### config.mk
export PLATFORM = sky130hd
export DESIGN_NAME = extent_table_block_mapper
export DESIGN_NICKNAME = d
export VERILOG_FILES = /design/src/sv/etbm_pkg.sv /design/src/sv/etbm_parse.sv /design/src/sv/etbm_map.sv /design/src/sv/extent_table_block_mapper.sv
export SDC_FILE = /design/constraint.sdc
export NUM_CORES = 2
export LEC_CHECK = 0
export BUFFER_PORTS_ARGS = -buffer_cell sky130_fd_sc_hd__buf_2
export CORE_MARGIN = 2
export CORE_UTILIZATION = 50
export CTS_BUF_LIST = sky130_fd_sc_hd__clkbuf_8
export DETAILED_ROUTE_END_ITERATION = 12
export PLACE_DENSITY_LB_ADDON = 0.15
export SLEW_MARGIN = 30
export SYNTH_ARGS = -nofsm -noshare
export SYNTH_HDL_FRONTEND = slang
export SYNTH_HIERARCHICAL = 1
export SYNTH_SLANG_ARGS = --single-unit
### constraint.sdc
create_clock -name clk -period 11.5 [get_ports clk]
set_input_delay 0.575 -clock clk [delete_from_list [all_inputs] [get_ports clk]]
set_output_delay 0.575 -clock clk [all_outputs]
set_load 0.03 [all_outputs]
### src/sv/etbm_pkg.sv
// Shared types, constants and helpers for the extent table block mapper.
// No dependencies; every other file of the block imports this package.
package etbm_pkg;

  localparam int SECTOR_INDEX_BITS_DEF = 40;
  localparam int TARGET_W  = 40;
  localparam int VOL_W     = 52;
  localparam int PHYS_W    = 43;
  localparam int POS_MAX_W = 49;
  localparam int LG_MIN    = 9;
  localparam int LG_MAX    = 16;
  localparam int TLOW_W    = LG_MAX - LG_MIN;
  localparam int CFG_IDX_W = 1;

  localparam logic [CFG_IDX_W-1:0] REG_SECTOR_SIZE_LOG2 = 1'd0;
  localparam logic [CFG_IDX_W-1:0] REG_VOLUME_BYTES     = 1'd1;

  localparam logic [7:0] CH_COMMA = 8'h2c;
  localparam logic [7:0] CH_DASH  = 8'h2d;
  localparam logic [7:0] CH_DOT   = 8'h2e;
  localparam logic [7:0] CH_ZERO  = 8'h30;
  localparam logic [7:0] CH_NINE  = 8'h39;
  localparam logic [7:0] CH_SEMI  = 8'h3b;

  typedef struct packed {
    logic [7:0]          table_char;
    logic                begin_lookup;
    logic [TARGET_W-1:0] target_sector;
    logic                end_of_table;
  } in_item_t;

  typedef struct packed {
    logic              found;
    logic [PHYS_W-1:0] physical_sector;
  } out_item_t;

  // Outcome of one parsed character that ends a lookup.
  typedef struct packed {
    logic                 hit;
    logic [POS_MAX_W-1:0] pos;
    logic [TLOW_W-1:0]    tlow;
  } hit_rec_t;

  // Shift of the sector size above 512 bytes, with the log2 clamped to 9..16.
  function automatic logic [2:0] lg_shift(input logic [4:0] lg);
    logic [2:0] sh;
    if (lg < 5'(LG_MIN)) begin
      sh = 3'd0;
    end else if (lg > 5'(LG_MAX)) begin
      sh = 3'(LG_MAX - LG_MIN);
    end else begin
      sh = 3'(lg - 5'(LG_MIN));
    end
    return sh;
  endfunction

endpackage

### src/sv/etbm_parse.sv
// Allocation list parser: holds the per-lookup parse state and decides hits.
// Depends on etbm_pkg.
module etbm_parse
  import etbm_pkg::*;
#(
  parameter int SECTOR_INDEX_BITS = SECTOR_INDEX_BITS_DEF
) (
  input  logic     clk,
  input  logic     rst,
  input  logic     fire,
  input  in_item_t item,
  input  logic [2:0] sh,
  output logic     emit,
  output hit_rec_t rec
);

  localparam int AW = SECTOR_INDEX_BITS;
  localparam int OW = (AW > TARGET_W) ? AW : TARGET_W;
  localparam int PW = OW + 1;
  localparam logic [AW+3:0] ACC_MAX = {4'b0000, {AW{1'b1}}};

  logic [AW-1:0]       accum, accum_next;
  logic [AW-1:0]       start, start_next;
  logic                in_range, in_range_next;
  logic [1:0]          field_idx, field_idx_next;
  logic                digit_seen, digit_seen_next;
  // Whole sectors still to pass before the target, counted in filesystem sectors
  logic [TARGET_W-1:0] rem_hi, rem_hi_next;
  logic [TLOW_W-1:0]   tlow, tlow_next;
  logic                done, done_next;

  logic [TARGET_W-1:0] rem1;
  logic [AW-1:0]       cnt;
  logic                reversed;
  logic [AW+3:0]       prod;
  logic                hit, stop;
  logic [PW-1:0]       pos;
  logic [7:0]          c;

  always_comb begin
    accum_next      = accum;
    start_next      = start;
    in_range_next   = in_range;
    field_idx_next  = field_idx;
    digit_seen_next = digit_seen;
    rem_hi_next     = rem_hi;
    tlow_next       = tlow;
    done_next       = done;
    hit      = 1'b0;
    stop     = 1'b0;
    pos      = '0;
    rem1     = '0;
    cnt      = '0;
    reversed = 1'b0;
    prod     = '0;
    c        = item.table_char;

    if (item.begin_lookup) begin
      accum_next      = '0;
      start_next      = '0;
      in_range_next   = 1'b0;
      field_idx_next  = 2'd0;
      digit_seen_next = 1'b0;
      rem_hi_next     = item.target_sector >> sh;
      tlow_next       = item.target_sector[TLOW_W-1:0] & ~({TLOW_W{1'b1}} << sh);
      done_next       = 1'b0;
    end

    if (!done_next) begin
      if (c == CH_COMMA || c == CH_DOT) begin
        if (digit_seen_next) begin
          rem1 = rem_hi_next;
          if (in_range_next) begin
            reversed = accum_next < start_next;
            cnt      = accum_next - start_next;
            if (reversed || OW'(rem_hi_next) < OW'(cnt)) begin
              hit = 1'b1;
              pos = PW'(start_next) + PW'(rem_hi_next);
            end else begin
              rem1 = rem_hi_next - TARGET_W'(cnt);
            end
          end
          if (!hit && field_idx_next == 2'd0) begin
            if (rem1 == '0) begin
              hit = 1'b1;
              pos = PW'(accum_next);
            end else begin
              rem1 = rem1 - TARGET_W'(1);
            end
          end
          if (!hit) begin
            rem_hi_next = rem1;
          end
        end
        accum_next     = '0;
        start_next     = '0;
        in_range_next  = 1'b0;
        field_idx_next = 2'd0;
        stop           = (c == CH_DOT);
      end else if (c == CH_SEMI) begin
        if (field_idx_next != 2'd3) begin
          field_idx_next = field_idx_next + 2'd1;
        end
      end else if (c == CH_DASH) begin
        start_next     = accum_next;
        in_range_next  = 1'b1;
        field_idx_next = 2'd0;
        accum_next     = '0;
      end else if (c >= CH_ZERO && c <= CH_NINE) begin
        digit_seen_next = 1'b1;
        if (field_idx_next == 2'd0) begin
          prod = (AW+4)'({accum_next, 3'b000}) + (AW+4)'({accum_next, 1'b0})
               + (AW+4)'(c[3:0]);
          accum_next = (prod > ACC_MAX) ? {AW{1'b1}} : AW'(prod);
        end
      end
    end

    emit = !done_next && (hit || stop || item.end_of_table);
    if (emit) begin
      done_next = 1'b1;
    end

    rec.hit  = hit;
    rec.pos  = POS_MAX_W'(pos);
    rec.tlow = tlow_next;
  end

  always_ff @(posedge clk) begin
    if (rst) begin
      accum      <= '0;
      start      <= '0;
      in_range   <= 1'b0;
      field_idx  <= 2'd0;
      digit_seen <= 1'b0;
      rem_hi     <= '0;
      tlow       <= '0;
      done       <= 1'b1;
    end else if (fire) begin
      accum      <= accum_next;
      start      <= start_next;
      in_range   <= in_range_next;
      field_idx  <= field_idx_next;
      digit_seen <= digit_seen_next;
      rem_hi     <= rem_hi_next;
      tlow       <= tlow_next;
      done       <= done_next;
    end
  end

endmodule

### src/sv/etbm_map.sv
// Maps a hit position to a device sector counted down from the volume end.
// Depends on etbm_pkg.
module etbm_map
  import etbm_pkg::*;
(
  input  hit_rec_t         rec,
  input  logic [VOL_W-1:0] volume_bytes,
  input  logic [2:0]       sh,
  output out_item_t        result
);

  logic [VOL_W-1:0] lim, pos_w, span, phys;
  logic             in_vol;

  always_comb begin
    lim    = ((volume_bytes - VOL_W'(1)) >> LG_MIN) >> sh;
    pos_w  = VOL_W'(rec.pos);
    in_vol = rec.hit && (volume_bytes != '0) && (pos_w < lim);
    // Only meaningful when in_vol: the span then stays below the volume size
    span   = ((pos_w + VOL_W'(1)) << LG_MIN) << sh;
    phys   = volume_bytes - span;
    result.found           = in_vol;
    result.physical_sector = in_vol ? (PHYS_W'(phys >> LG_MIN) + PHYS_W'(rec.tlow))
                                    : '0;
  end

endmodule

### src/sv/extent_table_block_mapper.sv
// Top level of the extent table block mapper: configuration registers,
// pipeline registers and handshake. Depends on etbm_pkg, etbm_parse, etbm_map.

// Feed the allocation list one character per transfer, with begin_lookup on
// the first character of a lookup (it samples target_sector) and end_of_table
// on the last stored character. A lookup yields exactly one result transfer:
// when the running sector count passes the target, on a '.', or on end_of_table;
// characters after that are dropped until the next begin. Ranges 'a-b' are
// resolved combinationally, so the block sustains one character per clock
// unless the result side stalls. An item passes through three registers
// (input, parse outcome, result): the parse stage updates its state from the
// input register, and the mapping stage maps the parse outcome to the result.
// Write sector_size_log2 and volume_bytes only while no lookup is in flight;
// the sector size log2 is clamped to 9..16.
module extent_table_block_mapper
  import etbm_pkg::*;
#(
  parameter int SECTOR_INDEX_BITS = SECTOR_INDEX_BITS_DEF
) (
  input  logic                 clk,
  input  logic                 rst,
  // character stream
  input  logic                 in_valid,
  output logic                 in_stall,
  input  in_item_t             in_data,
  // results
  output logic                 out_valid,
  input  logic                 out_stall,
  output out_item_t            out_data,
  // configuration writes
  input  logic                 cfg_valid,
  output logic                 cfg_ready,
  input  logic [CFG_IDX_W-1:0] cfg_index,
  input  logic [VOL_W-1:0]     cfg_data
);

  logic [4:0]       sector_size_log2;
  logic [VOL_W-1:0] volume_bytes;
  logic [2:0]       sh;

  logic      s1_valid;
  in_item_t  s1_item;
  logic      s2_valid;
  hit_rec_t  s2_rec;

  logic      s3_take, s2_free, s1_free, fire;
  logic      emit;
  hit_rec_t  rec;
  out_item_t mapped;

  assign sh        = lg_shift(sector_size_log2);
  assign cfg_ready = 1'b1;

  // Each stage moves when the one after it is empty or moving in the same cycle
  assign s3_take  = !out_valid || !out_stall;
  assign s2_free  = !s2_valid || s3_take;
  assign fire     = s1_valid && s2_free;
  assign s1_free  = !s1_valid || fire;
  assign in_stall = !s1_free;

  etbm_parse #(
    .SECTOR_INDEX_BITS(SECTOR_INDEX_BITS)
  ) u_parse (
    .clk  (clk),
    .rst  (rst),
    .fire (fire),
    .item (s1_item),
    .sh   (sh),
    .emit (emit),
    .rec  (rec)
  );

  etbm_map u_map (
    .rec          (s2_rec),
    .volume_bytes (volume_bytes),
    .sh           (sh),
    .result       (mapped)
  );

  // Control state and configuration
  always_ff @(posedge clk) begin
    if (rst) begin
      sector_size_log2 <= 5'(LG_MIN);
      volume_bytes     <= '0;
      s1_valid         <= 1'b0;
      s2_valid         <= 1'b0;
      out_valid        <= 1'b0;
    end else begin
      if (cfg_valid && cfg_ready) begin
        case (cfg_index)
          REG_SECTOR_SIZE_LOG2: sector_size_log2 <= cfg_data[4:0];
          REG_VOLUME_BYTES:     volume_bytes     <= cfg_data;
          default: ;
        endcase
      end
      if (s1_free) begin
        s1_valid <= in_valid;
      end
      // Only characters that end a lookup go on to the mapping stage
      if (s2_free) begin
        s2_valid <= fire && emit;
      end
      if (s3_take) begin
        out_valid <= s2_valid;
      end
    end
  end

  // Payload: hold while stalled, advance with the matching valid
  always_ff @(posedge clk) begin
    if (s1_free) begin
      s1_item <= in_data;
    end
    if (s2_free) begin
      s2_rec <= rec;
    end
    if (s3_take) begin
      out_data <= mapped;
    end
  end

endmodule
# Yosys cells after proc, flatten, opt, wreduce, memory -nomap -nowiden
# Cells that the tools add are included.
dict set report word_totals {
  reg_bits 335
  out_inout_bits 47
  wordCells 149
}
dict set report op_classes {
  shift 4
  n_eq_ne 5
  n_mux 66
  order_cmp 8
  n_bitwise 5
  n_reduce_logical 27
  n_addsub 12
}
# operator count
set op_table {}
lappend op_table {{2-to-1 mux 40 bit} 25}
lappend op_table {{2-to-1 mux 41 bit} 4}
lappend op_table {{< comparator 40 bit} 2}
lappend op_table {{subtractor 40 bit} 2}
lappend op_table {{< comparator 41 x 52 -> 1 bit} 1}
lappend op_table {{nonzero test 52 bit} 1}
lappend op_table {{<< shifter 52 x 3 -> 52 bit} 1}
lappend op_table {{right shift 43 x 3 -> 52 bit} 1}
lappend op_table {{subtractor 52 x 1 -> 52 bit (second input constant)} 1}
lappend op_table {{subtractor 52 bit} 1}
lappend op_table {{adder 43 x 41 -> 44 bit} 1}
lappend op_table {{adder 44 x 4 -> 44 bit} 1}
lappend op_table {{> comparator 44 x 40 -> 1 bit (second input constant)} 1}
lappend op_table {{adder 43 x 7 -> 43 bit} 1}
lappend op_table {{adder 41 x 1 -> 42 bit (second input constant)} 1}
lappend op_table {{adder 40 x 40 -> 41 bit} 1}
lappend op_table {{logical NOT 40 bit} 1}
lappend op_table {{right shift 40 x 3 -> 40 bit} 1}
lappend op_table {{subtractor 40 x 1 -> 40 bit (second input constant)} 1}
lappend op_table {{== test 8 x 6 -> 1 bit (second input constant)} 4}
lappend op_table {{2-to-1 mux 1 bit} 28}
lappend op_table {{2-to-1 mux 2 bit} 6}
lappend op_table {{>= comparator 8 x 6 -> 1 bit (second input constant)} 1}
lappend op_table {{<= comparator 8 x 6 -> 1 bit (second input constant)} 1}
lappend op_table {{17 further kinds} 39}

# Depth between registers and ports, before layout
dict set report logic_depth {
  ltp_word 25
  mapped_depth 56
  depth_no_buf 42
}

# Cells and area by module
# Netlist, hierarchy kept.
# mod area_per_inst_um2 instances cells_per_inst seq_area_each_um2
set modules_own_cells {}
lappend modules_own_cells {etbm_parse 21052.7 1 2947 2642.5}
lappend modules_own_cells {etbm_map 10297.4 1 1556 0.0}
lappend modules_own_cells {extent_table_block_mapper 6755.2 1 428 5735.5}

# Worst setup path after synthesis
# No wires, ideal clock.
dict set report synth_path {
  path_kind {flip-flop to flip-flop}
  startpoint {reg s1_item[41] (netlist bit)}
  endpoint {reg u_parse.rem_hi[38]}
  synth_period_minus_slack_ns 10.883
  t_arrival_ns 10.753
  n_path_buf 14
  path_stages_with_launch 54
  setup_slack_ns 0.617
  path_cell_list {edfxtp_1 -> buf_2 -> buf_2 -> buf_2 -> buf_2 -> buf_1 -> buf_1 -> clkbuf_1 -> clkbuf_1 -> buf_1 -> nor2b_1 -> ha_1 -> and2_1 -> o31a_1 -> o31ai_1 -> nand2_1 -> a221oi_1 -> a41oi_1 -> (+18 left out) -> buf_1 -> buf_2 -> buf_2 -> buf_1 -> nor2_1 -> a21oi_1 -> ha_1 -> nand2_1 -> nor2_1 -> and2_1 -> nand3_1 -> nor3_1 -> o21ai_1 -> o21bai_1 -> a2111o_1 -> or4_1 -> a21oi_1 -> o211ai_1}
}
dict set report synth_between {
  elab_chain_len 19
  word_cells_on_any_way 38
  cone_classes {3 x add/sub; 2 x order compare; 28 x mux; 5 x reduce/logical}
}
# element line
set synth_rtl {}
lappend synth_rtl {{from (decl)} extent_table_block_mapper.sv:42} ;# in_item_t s1_item;
lappend synth_rtl {{from (signal assigned)} extent_table_block_mapper.sv:112} ;# s1_item <= in_data;
lappend synth_rtl {{parallel branches: the longest is 18 deep, another holds subtractor 40 bit} -}
lappend synth_rtl {{2-to-1 mux 40 bit *} etbm_parse.sv:69} ;# if (!done_next) begin
lappend synth_rtl {{to (signal assigned)} etbm_parse.sv:145} ;# rem_hi <= rem_hi_next;
lappend synth_rtl {{to (decl)} etbm_parse.sv:28} ;# logic [TARGET_W-1:0] rem_hi, rem_hi_next;
# Mark *: on every way between the ends. The select of a mux whose other input is x is not followed.
# A chain may end at the register's enable or synchronous reset.

# Worst setup path after layout
dict set report layout_path {
  startpoint {reg s1_item[41] (netlist bit)}
  endpoint {reg u_parse.rem_hi[34]}
}
# Same word-level chain as after synthesis.

==> reports/metrics.yaml <==
status: "finished clean"
drt_iter0_drc: 3579
ff2ff_path_depth: 38
critPathMaxStageDelay_ns: 0.62
io_pins: 155
grt_pass1_wl_mm: 207.6
path_class: "reg -> reg"
hold_buffers: 0
nets: 5333
dr_total_vias: 38300
post_cts_resized: 0
fmax_mhz: 98.15
yosys_warnings: 6
grt_pass1_vias: 35370
synth_seq_area_share_pct: 21.99
vias_per_cell: 6.411
dr.pass1.iters: 6
async_reset_ff_share_pct: 0
period_needed_ns: 10.19
drive_gt1_share_pct: 10.97
clockBufferDepth: 3
worst_pin_slew_ns: 0.9784
cp.arrival_ns: 10.73
die_y_um: 280.1
synth_cell_type_count: 139
syn2layout_area_growth_pct: 6.968
cts_max_level: 3
wire_per_inst_um: 22.89
setup_viol: 0
cp_slowest_cell: "a21oi_1"
cts_setup_buffers: 0
cp-end-kind: "register"
rsz0062_at_grt: "no"
postLayoutCellArea_sq_um: 40760
p_total_mw: 4.532
r2r_slack_ns: 1.31
synth-edff-count: 151
syn_area_sq_um: 38110
relSlewSlack_pct: 34.77
grt-ovfl-total: 0
remaining_drc_errors: 0
finClkSkew_ns: 0.06813
totalWireLength_mm: 136.8
vdd_drop_max_v: 0.00006857
finalCritPeriodShare_pct: 88.60
die_x_um: 280.1
cts.sinks: 343
post_dp_cell_area_sq_um: 39380
final_common_cell: "nand2_1"
synth-main-ff-cell: "dfxtp_1"
start_kind: "register"
clk_latency_ns: 0.69
place.gp.congestion: 0.9996
hold_depth: 1
syn_inst: 4931
path_clk_slew_ns: 0.06
drv_slew: 0
layout_common_cells: "nand2_1 (554), a21oi_1 (468), nor2_1 (467)"
grt_max_degree: 104
core_sq_um: 75700
path_common_cell: "a21oi_1"
cp.required_ns: 12.04
ant_nets: 0
rows: 101
cts_buffers: 68
p_per_area_nw_per_um2: 111.2
start_util_pct: 50.34
antenna_found_initial: 3
hpwl_mm: 106.0
tritoncts: "yes"
hp-class: "in -> reg"
ys_ff_latch: 343
p_leak_nw: 17.42
portBuffers: 153
die-area_sq_um: 78430
hold_viol: 0
grtUsageTotal_pct: 33.78
crit_fanout: 39
drv_cap: 0
syn_area_per_cell_sq_um: 7.728
clock_tree.root_cell: "clkbuf_8"
finalSetupTns_ns: 0
-- Yosys cell counts, types with 22 or more instances --
| cell | count | share of area (%) |
|---|---|---|
| nor4_1 | 35 | 0.57 |
| o21a_1 | 36 | 0.71 |
| edfxtp_1 | 151 | 12 |
| or3_1 | 43 | 0.71 |
| or2_2 | 23 | 0.38 |
| a22oi_1 | 51 | 1.0 |
| nor2_1 | 469 | 4.6 |
| nor2b_1 | 82 | 1.3 |
| inv_1 | 166 | 1.6 |
| o22ai_1 | 33 | 0.54 |
| ha_1 | 281 | 9.2 |
| and2_1 | 45 | 0.74 |
| and3_1 | 44 | 0.72 |
| a21o_1 | 159 | 3.1 |
| o21bai_1 | 27 | 0.53 |
| xnor2_1 | 148 | 3.4 |
| o21ai_1 | 25 | 0.33 |
| o21ai_0 | 311 | 4.1 |
| a211o_1 | 22 | 0.51 |
| dfxtp_1 | 192 | 10 |
| mux2_2 | 36 | 1.1 |
| nand2_1 | 559 | 5.5 |
| a21oi_1 | 468 | 6.1 |
| buf_4 | 30 | 0.59 |
| nand2b_1 | 48 | 0.79 |
| buf_1 | 32 | 0.32 |
| a211oi_1 | 62 | 1.2 |
| nand4_1 | 48 | 0.79 |
| a31oi_1 | 50 | 0.82 |
| nor3_1 | 118 | 1.5 |
| buf_2 | 67 | 0.88 |
| clkbuf_1 | 155 | 1.5 |
| o211ai_1 | 35 | 0.69 |
| xor2_1 | 102 | 2.3 |
| o31ai_1 | 27 | 0.53 |
| mux4_2 | 37 | 2.2 |
| a311oi_1 | 22 | 0.51 |
| nand3_1 | 118 | 1.5 |
| mux2i_1 | 153 | 4.0 |
-- report_power, final --
group / internal (mW) / switching [mW]
Clock: 0.674 / 0.615
Combinational: 0.698 / 1.20
Sequential: 1.30 / 0.0399
Total: 2.67 / 1.86
-- cell type report --
| type | count | area, sq um |
|---|---|---|
| antenna | 2 | 5.005 |
| clock buffer | 78 | 1074 |
| clock inverter | 48 | 291.5 |
| fill | 7428 | 34940 |
| inverter | 170 | 638.1 |
| multi-input combinational | 4127 | 27800 |
| sequential | 343 | 8378 |
| tap | 978 | 1224 |
| timing repair buffer | 229 | 1351 |
-- flip-flops by register name (all words and copies together) (netlist names) --
| signal | cells |
|---|---|
| s2_rec | 57 |
| volume_bytes | 52 |
| s1_item | 50 |
| out_data | 44 |
| u_parse/accum | 40 |
| u_parse/rem_hi | 40 |
| u_parse/start | 40 |
| u_parse/tlow | 7 |
| sector_size_log2 | 5 |
| u_parse/field_idx | 2 |
| out_valid | 1 |
| s1_valid | 1 |
| s2_valid | 1 |
| u_parse/digit_seen | 1 |
| u_parse/done | 1 |
| u_parse/in_range | 1 |
-- stage by stage --
step | hold slack [ns] | cells | util, % | setup slack, ns
6_report | 0.05947 | 5975 | 53.85 | 1.311
5_1_grt | 0.04302 | 5974 | 53.84 | 0.5221
4_1_cts | 0.01860 | 5973 | 53.82 | 1.439
3_5_place_dp | 0.4328 | 5847 | 52.02 | 1.509
3_3_place_gp | 0.4248 | 5847 | 52.00 | 1.737
2_1_floorplan | 0.4173 | 4938 | - | 0.6172
-- cells by family (layout without fill, tap and decap cells) --
logic type	count (synthesis)	in the layout	synth area share, %
AOI/OAI and AO/OA	1608	1608	28.00
and+or+nand+nor	1745	1745	21.99
adders and majority gates	287	287	9.516
buffers and inverters	468	525	5.369
other	2	11	0.01971
DFF	343	343	21.99
muxes	226	226	7.270
xor gates and xnor gates	252	252	5.848
-- layer usage --
layer / routed length [um] / GRT usage, % / share of wire (%)
met2: 63490 / 56.02 / 46
met3: 8800 / 4.563 / 6.4
met4: 6268 / 14.38 / 4.6
met1: 58220 / 43.98 / 43
met5: 0 / 0 / 0
-- path summary, 6_finish.rpt --
check	from	end
setup / recovery	s1_item[41]$_DFFE_PN_	u_parse/rem_hi[34]$_SDFFE_PP0P_
hold / removal	in_data[26]	s1_item[26]$_DFFE_PN_
setup reg to reg	s1_item[41]$_DFFE_PN_	u_parse/rem_hi[34]$_SDFFE_PP0P_
hold reg to reg	u_parse/accum[30]$_SDFFE_PP0P_	u_parse/accum[30]$_SDFFE_PP0P_
-- worst max-delay path: cells and delay by family, from the launching register on --
kind	cells	cell delay, ns
adder cells (fa/ha/maj)	3	0.89
AO/OA/AOI/OAI	21	5.17
flip-flops	1	0.55
XOR/XNOR	1	0.16
buffers and inverters	2	0.42
AND/OR/NAND/NOR	11	2.83
Power figures use the tool's default switching activity.
